==> config.mk <==
export PLATFORM = sky130hd
export DESIGN_NAME = wall_follower_maze_walker
export DESIGN_NICKNAME = d
export VERILOG_FILES = /design/src/design/wfm_pkg.sv /design/src/design/wfm_ram.sv /design/src/design/wfm_ctrl.sv /design/src/design/wall_follower_maze_walker.sv
export SDC_FILE = /design/constraint.sdc
export NUM_CORES = 1
export LEC_CHECK = 0
export BUFFER_PORTS_ARGS = -buffer_cell sky130_fd_sc_hd__buf_2
export CAP_MARGIN = 20
export CORE_ASPECT_RATIO = 1.5
export CORE_MARGIN = 2
export CORE_UTILIZATION = 35
export DETAILED_ROUTE_END_ITERATION = 10
export MAX_ROUTING_LAYER = met4
export PLACE_DENSITY_LB_ADDON = 0.05
export SLEW_MARGIN = 0
export SYNTH_ARGS = -nofsm -noshare
export SYNTH_HDL_FRONTEND = slang
export SYNTH_SLANG_ARGS = --single-unit
==> constraint.sdc <==
create_clock -name aclk -period 10.19 [get_ports aclk]
set_clock_uncertainty 0.2 [all_clocks]
set_input_delay 2.038 -clock aclk [delete_from_list [all_inputs] [get_ports aclk]]
set_output_delay 2.038 -clock aclk [all_outputs]
set_load 0.005 [all_outputs]
==> src/design/wfm_pkg.sv <==
// Shared types and constants for the wall-following maze walker.
// No dependencies; imported by the controller, the top level and the checker.

package wfm_pkg;

    localparam int GRID_SIDE = 16;
    localparam int COORD_W   = 4;
    localparam int ADDR_W    = 2 * COORD_W;
    localparam int CELLS     = GRID_SIDE * GRID_SIDE;
    localparam int CODE_W    = 3;
    localparam int HEAD_W    = 2;
    localparam int CMD_W     = 2;
    localparam int TRY_W     = 2;
    localparam int S_DATA_W  = 16;
    localparam int M_DATA_W  = 16;
    localparam int CFG_IDX_W = 2;

    localparam logic [CODE_W-1:0] CODE_OPEN = 3'd0;
    localparam logic [CODE_W-1:0] CODE_WALL = 3'd1;
    localparam logic [CODE_W-1:0] CODE_ONCE = 3'd2;
    localparam logic [CODE_W-1:0] CODE_MORE = 3'd3;
    localparam logic [CODE_W-1:0] CODE_MARK = 3'd4;

    localparam logic [HEAD_W-1:0] HEAD_RIGHT = 2'd0;
    localparam logic [HEAD_W-1:0] HEAD_DOWN  = 2'd1;
    localparam logic [HEAD_W-1:0] HEAD_LEFT  = 2'd2;
    localparam logic [HEAD_W-1:0] HEAD_UP    = 2'd3;

    localparam logic [TRY_W-1:0] TRY_RIGHT    = 2'd0;
    localparam logic [TRY_W-1:0] TRY_STRAIGHT = 2'd1;
    localparam logic [TRY_W-1:0] TRY_LEFT     = 2'd2;

    typedef enum logic [CMD_W-1:0] {
        CMD_WRITE = 2'd0,
        CMD_BEGIN = 2'd1,
        CMD_STEP  = 2'd2
    } cmd_t;

    typedef enum logic [CFG_IDX_W-1:0] {
        REG_START_ROW = 2'd0,
        REG_START_COL = 2'd1,
        REG_END_ROW   = 2'd2,
        REG_END_COL   = 2'd3
    } cfg_reg_t;

    typedef enum logic [2:0] {
        ST_IDLE,
        ST_EXEC,
        ST_PROBE,
        ST_CHECK,
        ST_TURN,
        ST_DONE
    } state_t;

    typedef struct packed {
        logic [COORD_W-1:0] start_row;
        logic [COORD_W-1:0] start_col;
        logic [COORD_W-1:0] end_row;
        logic [COORD_W-1:0] end_col;
    } cfg_t;

    typedef struct packed {
        logic              we;
        logic [ADDR_W-1:0] addr;
        logic [CODE_W-1:0] wdata;
    } ram_req_t;

    typedef struct packed {
        logic               status;
        logic               at_goal;
        logic [CODE_W-1:0]  here_code;
        logic [HEAD_W-1:0]  heading;
        logic [COORD_W-1:0] pos_col;
        logic [COORD_W-1:0] pos_row;
    } res_t;

    function automatic logic [CODE_W-1:0] mark_code(input logic [CODE_W-1:0] code);
        logic [CODE_W-1:0] res;
        res = code;
        if (code == CODE_OPEN) begin
            res = CODE_ONCE;
        end else if (code == CODE_ONCE) begin
            res = CODE_MORE;
        end
        return res;
    endfunction

endpackage

==> src/design/wfm_ram.sv <==
// Generic single-port RAM, one write or read per cycle, registered read data.
// No dependencies.

module wfm_ram #(
    parameter int WIDTH = 3,
    parameter int DEPTH = 256
) (
    input  logic                     aclk,
    input  logic                     we,
    input  logic [$clog2(DEPTH)-1:0] addr,
    input  logic [WIDTH-1:0]         wdata,
    output logic [WIDTH-1:0]         rdata
);

    logic [WIDTH-1:0] mem_reg [DEPTH];
    logic [WIDTH-1:0] rdata_reg;

    always_ff @(posedge aclk) begin
        if (we) begin
            mem_reg[addr] <= wdata;
        end
        rdata_reg <= mem_reg[addr];
    end

    assign rdata = rdata_reg;

endmodule

==> src/design/wfm_ctrl.sv <==
// Command sequencer and walker state: probes neighbour cells through the grid RAM,
// moves, marks and writes back. Depends on wfm_pkg.

module wfm_ctrl import wfm_pkg::*; (
    input  logic               aclk,
    input  logic               aresetn,
    input  logic               in_valid,
    output logic               in_ready,
    input  logic [CMD_W-1:0]   command,
    input  logic [COORD_W-1:0] cell_row,
    input  logic [COORD_W-1:0] cell_col,
    input  logic [CODE_W-1:0]  cell_code,
    input  cfg_t               cfg,
    output ram_req_t           ram_req,
    input  logic [CODE_W-1:0]  ram_rdata,
    output logic               res_valid,
    input  logic               res_ready,
    output res_t               res
);

    state_t             state_reg, state_next;
    cmd_t               cmd_reg, cmd_next;
    logic [COORD_W-1:0] wrow_reg, wrow_next;
    logic [COORD_W-1:0] wcol_reg, wcol_next;
    logic [CODE_W-1:0]  wcode_reg, wcode_next;
    logic [COORD_W-1:0] row_reg, row_next;
    logic [COORD_W-1:0] col_reg, col_next;
    logic [HEAD_W-1:0]  head_reg, head_next;
    logic               active_reg, active_next;
    logic [CODE_W-1:0]  here_reg, here_next;
    logic [TRY_W-1:0]   try_reg, try_next;
    logic               status_reg, status_next;

    logic [HEAD_W-1:0]  turn;
    logic [HEAD_W-1:0]  probe_dir;
    logic [COORD_W:0]   nb_row;
    logic [COORD_W:0]   nb_col;
    logic               nb_in;
    logic               nb_goal;
    logic               goal_here;
    logic               last_try;
    logic               nb_open;
    logic [CODE_W-1:0]  new_code;

    // candidate heading: right turn, straight, then left
    always_comb begin
        unique case (try_reg)
            TRY_RIGHT:    turn = 2'd1;
            TRY_STRAIGHT: turn = 2'd0;
            TRY_LEFT:     turn = 2'd3;
            default:      turn = 2'd0;
        endcase
        probe_dir = head_reg + turn;
        nb_row = {1'b0, row_reg};
        nb_col = {1'b0, col_reg};
        unique case (probe_dir)
            HEAD_RIGHT: nb_col = {1'b0, col_reg} + (COORD_W+1)'(1);
            HEAD_DOWN:  nb_row = {1'b0, row_reg} + (COORD_W+1)'(1);
            HEAD_LEFT:  nb_col = {1'b0, col_reg} - (COORD_W+1)'(1);
            HEAD_UP:    nb_row = {1'b0, row_reg} - (COORD_W+1)'(1);
            default:    nb_row = {1'b0, row_reg};
        endcase
    end

    // off-grid neighbours wrap to values at or above the side length
    assign nb_in     = (nb_row < (COORD_W+1)'(GRID_SIDE)) &&
                       (nb_col < (COORD_W+1)'(GRID_SIDE));
    assign nb_goal   = (nb_row[COORD_W-1:0] == cfg.end_row) &&
                       (nb_col[COORD_W-1:0] == cfg.end_col);
    assign goal_here = (row_reg == cfg.end_row) && (col_reg == cfg.end_col);
    assign last_try  = (try_reg == TRY_LEFT);
    assign nb_open   = (ram_rdata != CODE_WALL);

    // next state
    always_comb begin
        state_next = state_reg;
        unique case (state_reg)
            ST_IDLE: begin
                if (in_valid) begin
                    state_next = ST_EXEC;
                end
            end
            ST_EXEC: begin
                if (cmd_reg == CMD_STEP && active_reg && !goal_here) begin
                    state_next = ST_PROBE;
                end else begin
                    state_next = ST_DONE;
                end
            end
            ST_PROBE: begin
                if (nb_in) begin
                    state_next = ST_CHECK;
                end else if (last_try) begin
                    state_next = ST_TURN;
                end
            end
            ST_CHECK: begin
                if (nb_open) begin
                    state_next = ST_DONE;
                end else if (last_try) begin
                    state_next = ST_TURN;
                end else begin
                    state_next = ST_PROBE;
                end
            end
            ST_TURN: begin
                state_next = ST_DONE;
            end
            ST_DONE: begin
                if (res_ready) begin
                    state_next = ST_IDLE;
                end
            end
            default: state_next = ST_IDLE;
        endcase
    end

    // datapath and memory port
    always_comb begin
        cmd_next      = cmd_reg;
        wrow_next     = wrow_reg;
        wcol_next     = wcol_reg;
        wcode_next    = wcode_reg;
        row_next      = row_reg;
        col_next      = col_reg;
        head_next     = head_reg;
        active_next   = active_reg;
        here_next     = here_reg;
        try_next      = try_reg;
        status_next   = status_reg;
        new_code      = CODE_MARK;
        ram_req.we    = 1'b0;
        ram_req.addr  = {row_reg, col_reg};
        ram_req.wdata = CODE_MARK;
        unique case (state_reg)
            ST_IDLE: begin
                if (in_valid) begin
                    cmd_next   = cmd_t'(command);
                    wrow_next  = cell_row;
                    wcol_next  = cell_col;
                    wcode_next = cell_code;
                end
            end
            ST_EXEC: begin
                status_next = 1'b0;
                try_next    = TRY_RIGHT;
                unique case (cmd_reg)
                    CMD_WRITE: begin
                        ram_req.we    = 1'b1;
                        ram_req.addr  = {wrow_reg, wcol_reg};
                        ram_req.wdata = wcode_reg;
                        if (wrow_reg == row_reg && wcol_reg == col_reg) begin
                            here_next = wcode_reg;
                        end
                    end
                    CMD_BEGIN: begin
                        row_next      = cfg.start_row;
                        col_next      = cfg.start_col;
                        head_next     = HEAD_RIGHT;
                        active_next   = 1'b1;
                        here_next     = CODE_MARK;
                        ram_req.we    = 1'b1;
                        ram_req.addr  = {cfg.start_row, cfg.start_col};
                        ram_req.wdata = CODE_MARK;
                    end
                    CMD_STEP: begin
                        status_next = !active_reg;
                    end
                    default: begin
                        status_next = 1'b0;
                    end
                endcase
            end
            ST_PROBE: begin
                ram_req.addr = {nb_row[COORD_W-1:0], nb_col[COORD_W-1:0]};
                if (!nb_in) begin
                    try_next = try_reg + TRY_W'(1);
                end
            end
            ST_CHECK: begin
                if (nb_open) begin
                    new_code      = nb_goal ? CODE_MARK : mark_code(ram_rdata);
                    row_next      = nb_row[COORD_W-1:0];
                    col_next      = nb_col[COORD_W-1:0];
                    head_next     = probe_dir;
                    here_next     = new_code;
                    ram_req.we    = 1'b1;
                    ram_req.addr  = {nb_row[COORD_W-1:0], nb_col[COORD_W-1:0]};
                    ram_req.wdata = new_code;
                end else begin
                    try_next = try_reg + TRY_W'(1);
                end
            end
            ST_TURN: begin
                new_code      = mark_code(here_reg);
                head_next     = head_reg + HEAD_LEFT;
                here_next     = new_code;
                ram_req.we    = 1'b1;
                ram_req.wdata = new_code;
            end
            ST_DONE: begin
                status_next = status_reg;
            end
            default: begin
                status_next = status_reg;
            end
        endcase
    end

    always_ff @(posedge aclk) begin
        if (!aresetn) begin
            state_reg  <= ST_IDLE;
            row_reg    <= '0;
            col_reg    <= '0;
            head_reg   <= HEAD_RIGHT;
            active_reg <= 1'b0;
            status_reg <= 1'b0;
        end else begin
            state_reg  <= state_next;
            row_reg    <= row_next;
            col_reg    <= col_next;
            head_reg   <= head_next;
            active_reg <= active_next;
            status_reg <= status_next;
        end
    end

    always_ff @(posedge aclk) begin
        cmd_reg   <= cmd_next;
        wrow_reg  <= wrow_next;
        wcol_reg  <= wcol_next;
        wcode_reg <= wcode_next;
        here_reg  <= here_next;
        try_reg   <= try_next;
    end

    assign in_ready      = (state_reg == ST_IDLE);
    assign res_valid     = (state_reg == ST_DONE);
    assign res.pos_row   = row_reg;
    assign res.pos_col   = col_reg;
    assign res.heading   = head_reg;
    assign res.here_code = here_reg;
    assign res.at_goal   = goal_here;
    assign res.status    = status_reg;

endmodule

==> src/design/wall_follower_maze_walker.sv <==
// Right-hand wall-following maze walker on a 16 x 16 grid held in one RAM.
// Writes, begins and ignored steps go from execute straight to the registered result; a step
// probes neighbours, reading each on-grid one from the RAM, and turns back if none is open.
// One item at a time: the sequencer is ready for the next in the cycle after the result is
// registered; the output register frees the sequencer.
// Synchronous active-low reset clears walker, configuration and handshake state, not the grid.

module wall_follower_maze_walker import wfm_pkg::*; (
    input  logic                 aclk,
    input  logic                 aresetn,
    input  logic                 s_tvalid,
    output logic                 s_tready,
    input  logic [S_DATA_W-1:0]  s_tdata,   // cell_row, cell_col, cell_code, zero pad
    input  logic [CMD_W-1:0]     s_tuser,   // command
    output logic                 m_tvalid,
    input  logic                 m_tready,
    output logic [M_DATA_W-1:0]  m_tdata,   // pos_row, pos_col, heading, here_code,
                                            // at_goal, zero pad
    output logic                 m_tuser,   // status
    input  logic                 cfg_valid,
    output logic                 cfg_ready,
    input  logic [CFG_IDX_W-1:0] cfg_index,
    input  logic [COORD_W-1:0]   cfg_data
);

    cfg_t              cfg_reg, cfg_next;
    res_t              out_reg, out_next;
    logic              out_valid_reg, out_valid_next;
    ram_req_t          ram_req;
    logic [CODE_W-1:0] ram_rdata;
    res_t              res;
    logic              res_valid;
    logic              res_ready;

    assign cfg_ready = 1'b1;
    assign res_ready = !out_valid_reg || m_tready;

    always_comb begin
        cfg_next = cfg_reg;
        if (cfg_valid) begin
            unique case (cfg_reg_t'(cfg_index))
                REG_START_ROW: cfg_next.start_row = cfg_data;
                REG_START_COL: cfg_next.start_col = cfg_data;
                REG_END_ROW:   cfg_next.end_row   = cfg_data;
                REG_END_COL:   cfg_next.end_col   = cfg_data;
                default:       cfg_next = cfg_reg;
            endcase
        end
    end

    always_comb begin
        out_next       = out_reg;
        out_valid_next = out_valid_reg;
        if (res_valid && res_ready) begin
            out_next       = res;
            out_valid_next = 1'b1;
        end else if (m_tready) begin
            out_valid_next = 1'b0;
        end
    end

    always_ff @(posedge aclk) begin
        if (!aresetn) begin
            cfg_reg       <= '0;
            out_valid_reg <= 1'b0;
        end else begin
            cfg_reg       <= cfg_next;
            out_valid_reg <= out_valid_next;
        end
    end

    always_ff @(posedge aclk) begin
        out_reg <= out_next;
    end

    wfm_ctrl u_ctrl (
        .aclk      (aclk),
        .aresetn   (aresetn),
        .in_valid  (s_tvalid),
        .in_ready  (s_tready),
        .command   (s_tuser),
        .cell_row  (s_tdata[3:0]),
        .cell_col  (s_tdata[7:4]),
        .cell_code (s_tdata[10:8]),
        .cfg       (cfg_reg),
        .ram_req   (ram_req),
        .ram_rdata (ram_rdata),
        .res_valid (res_valid),
        .res_ready (res_ready),
        .res       (res)
    );

    wfm_ram #(
        .WIDTH (CODE_W),
        .DEPTH (CELLS)
    ) u_grid (
        .aclk  (aclk),
        .we    (ram_req.we),
        .addr  (ram_req.addr),
        .wdata (ram_req.wdata),
        .rdata (ram_rdata)
    );

    assign m_tvalid = out_valid_reg;
    assign m_tdata  = {2'b00, out_reg.at_goal, out_reg.here_code, out_reg.heading,
                       out_reg.pos_col, out_reg.pos_row};
    assign m_tuser  = out_reg.status;

endmodule

==> impl_results.md <==
- Outcome: complete, no violations
- Vias in the first global route: between 20000 and 25000
- CP Max Fanout: 91
- Synthesized cell area: 35470 µm²
- TritonCTS buffer count: 85
- Final TNS setup: 0 ns
- Cells after Synth: between 2000 and 3000
- Global-route wire length before repair: 171600 µm
- Post-synthesis compound-gate area fraction: a little under a tenth
- Routed len/inst: 27.55 µm
- Critical path class: reg -> reg
- Top-level I/O count: 49
- CTS clk-pin slew, worst paths: approximately 0.060 ns
- Initial Util: 35.15%
- Post-Synth Simple-Gate Area: 16.26%
- Max reg flops: ~770
- Req. time, crit path: 10.46 ns
- Rel. slew slack: between 20% and 30%
- Final setup vio count: 0
- Total Nets Final: 2949
- Seq cells post-synth: 836
- Crit-path cells: inv_1 > ha_1 > or2_2 > ha_1 > xnor3_1 > nor2_1 > xor2_1 > ha_1 > mux2i_1 > o211a_4 > nand2_4 > buf_12 > a211oi_1 > a311oi_1 > o21ai_0 > nand4_1 > o31a_1 > a2111oi_2 > nand4_1
- Area Growth Syn to Fin: 12.26%
- Slew Limit Fails: 0
- Sw Ratio: 24.79%
- Clock power frac: 41.0%
- Setup crit start kind: flip-flop
- Clk Latency, worst-skew pair: around 0.7 ns
- Clk buf depth: 3
- Static Leak: ~13 nW
- Psw: 1.941 mW
- Antenna violations before repair: 1
- Critical R2R Launch: u_ctrl.try_reg[0]
- Avg Vias per Cell: 5.599
- Worst hold path depth: 0
- Most used cell, CP: ha_1
- Layout cells sized above 1: a little under a tenth
- Power density over cell area: 196.6 nW/µm²
- Comb pwr share: 9.3%
- DRT Pass-1 Iters: 5
- CTS tree: built
- Sequential element share of the synthesized area: 69.78%
- Hold Path Class: reg -> reg
- FP Rows: approximately 140
- Root buf cell: clkbuf_16
- DP Wirelength: approximately 68000 µm
- Port Buffers: 40
- Post-synth EDFFs: 801
- Final Hold Viols: 0
- Netlist cell types: 74
- Clk sink count: around 840
- Die W: 263.9 µm
- Fmax: roughly 140 MHz
- Final Instance Area: between 30000 and 40000 µm²
- Minimum clock period: 7.019 ns
- Ys Warns: 0
- Die Y: 393.9 µm
- CP arrival: between 7 and 8 ns
- Worst slew pin tran: 1.107 ns
- Post-synth ARST share: 0%
- Crit path launch: u_ctrl.try_reg[0]
- Instance area at placement: 37010 µm²
- Endpoint class of the critical path: flip-flop
- Top cells by instance count after synthesis: edfxtp_1 (801), nand2_1 (658), nor2_1 (335)
- CTS H-tree lvls: 3
- Syn_area_per_cell: 12.03 µm²
- Mux share of post-synthesis cell area: 0.9700%
- Crit share post-route: 68.88%
- # Max-Cap Violations: 0
- Synth Area in Adders: less than 1%
- Synth Flop Type: edfxtp_1
- ANT nets after route: 0
- Pint: around 6 mW
- Core box area: a little over 100000 µm²
- Via count: 24025
- Post-CTS setup buffers: 0
- Most frequent cell after synthesis: edfxtp_1
- # resized after CTS: 0
- Main combinational cell family by area after synthesis: simple AND/OR/NAND/NOR gates
- Total detailed-routing wirelength: 118200 µm
- Min-delay src: u_ctrl.head_reg[0]
- Largest net degree at the start of global routing: 173
- Gr ovfl total: 0
- Sequential Power Share: 49.7%
- CP max stage cell: xnor3_1
- Post-synthesis xor/xnor area fraction: less than 1%
- Gp weighted congestion: 0.8103
- Initial DRC Count: 2132
- DRC: 0
- Yosys top cell area share: roughly two thirds
- Synth area leaders: edfxtp_1 (68%), nand2_1 (7.0%), nor2_1 (3.5%)
- GRT Total Usage: 23.27%
- Worst path max stage delay: about 0.60 ns
- Hold_buf cts: 0
- Post-synth top area cell: edfxtp_1
- Die Area: ~100000 µm²
- RSZ-0062 raised after global routing: no
- IR drop worst, VDD: 0.1493 mV
- R2R cell count: 19
## metrics by stage
stage | instances | hold slack, ns | power (mW) | utilization (%) | worst slack [ns]
5_1_grt | 4290 | 0.2999 | 8.093 | 39.46 | 2.896
6_report | 4291 | 0.2878 | 7.830 | 39.46 | 3.171
2_1_floorplan | 2949 | 0.2064 | 4.406 | - | 2.208
3_3_place_gp | 4132 | 0.2771 | 4.698 | 36.67 | 3.149
4_1_cts | 4290 | 0.2829 | 7.923 | 39.46 | 3.032
3_5_place_dp | 4133 | 0.2692 | 4.704 | 36.67 | 3.082
## worst paths after layout
kind | to | slack, ns
max | u_grid.rdata[2] | 3.17
min | m_tdata[8] | 0.29
max reg2reg | u_grid.rdata[2] | 3.17
min reg2reg | m_tdata[8] | 0.29
## worst max-delay path: cells and delay by family (launching register included)
family / cells / cell delay, ns
xor gates and xnor gates: 2 / 0.76
and+or+nand+nor: 5 / 1.40
adders and majority gates: 3 / 0.79
muxes: 1 / 0.38
AOI/OAI and AO/OA: 6 / 2.27
DFF: 1 / 0.36
buffers and inverters: 2 / 0.51
## cell usage in the layout, fill, tap and decap left out, types with 35 or more instances in the layout
cell type	netlist	layout
clkbuf_16	0	88
and3_1	94	92
nand3_1	174	171
buf_4	8	55
a311oi_1	76	76
buf_2	88	41
o21ai_0	56	56
edfxtp_1	801	801
dfxtp_1	35	35
a31oi_1	60	60
a21oi_1	83	83
nor2_1	335	335
a211oi_1	66	66
nand2_1	658	641
## kinds of logic after synthesis
logic type                 after synthesis
xor gates and xnor gates                26
adders and majority gates                5
buffers and inverters                  239
DFF                                    836
other                                    2
AOI/OAI and AO/OA                      459
and+or+nand+nor                       1347
muxes                                   34
## area by class of cell
class | count | area [µm²]
diodes | 1 | 2.502
clock buffers | 116 | 2359
clock inverters | 41 | 454.2
fillers | 9746 | 61090
inverters | 14 | 52.55
multi-input cells | 1874 | 9788
flip-flops and latches | 836 | 24750
well taps | 1305 | 1633
repair buffers | 104 | 778.2
## power groups by stage
stage          clock network (mW)  registers (mW)  logic [mW]
4_1_cts                      3.29            3.89       0.745
5_1_grt                      3.41            3.89       0.792
6_report                     3.21            3.89       0.728
3_3_place_gp                    0            3.96       0.737
2_1_floorplan                   0            3.98       0.422
3_5_place_dp                    0            3.96       0.743
## per-layer routing
layer / routed length [µm] / GRT usage (%)
met5: 0 / -
met4: 3499 / 7.539
met3: 4379 / 2.536
met2: 61730 / 40.64
met1: 48630 / 28.09
(Power assumes the default switching activity.)
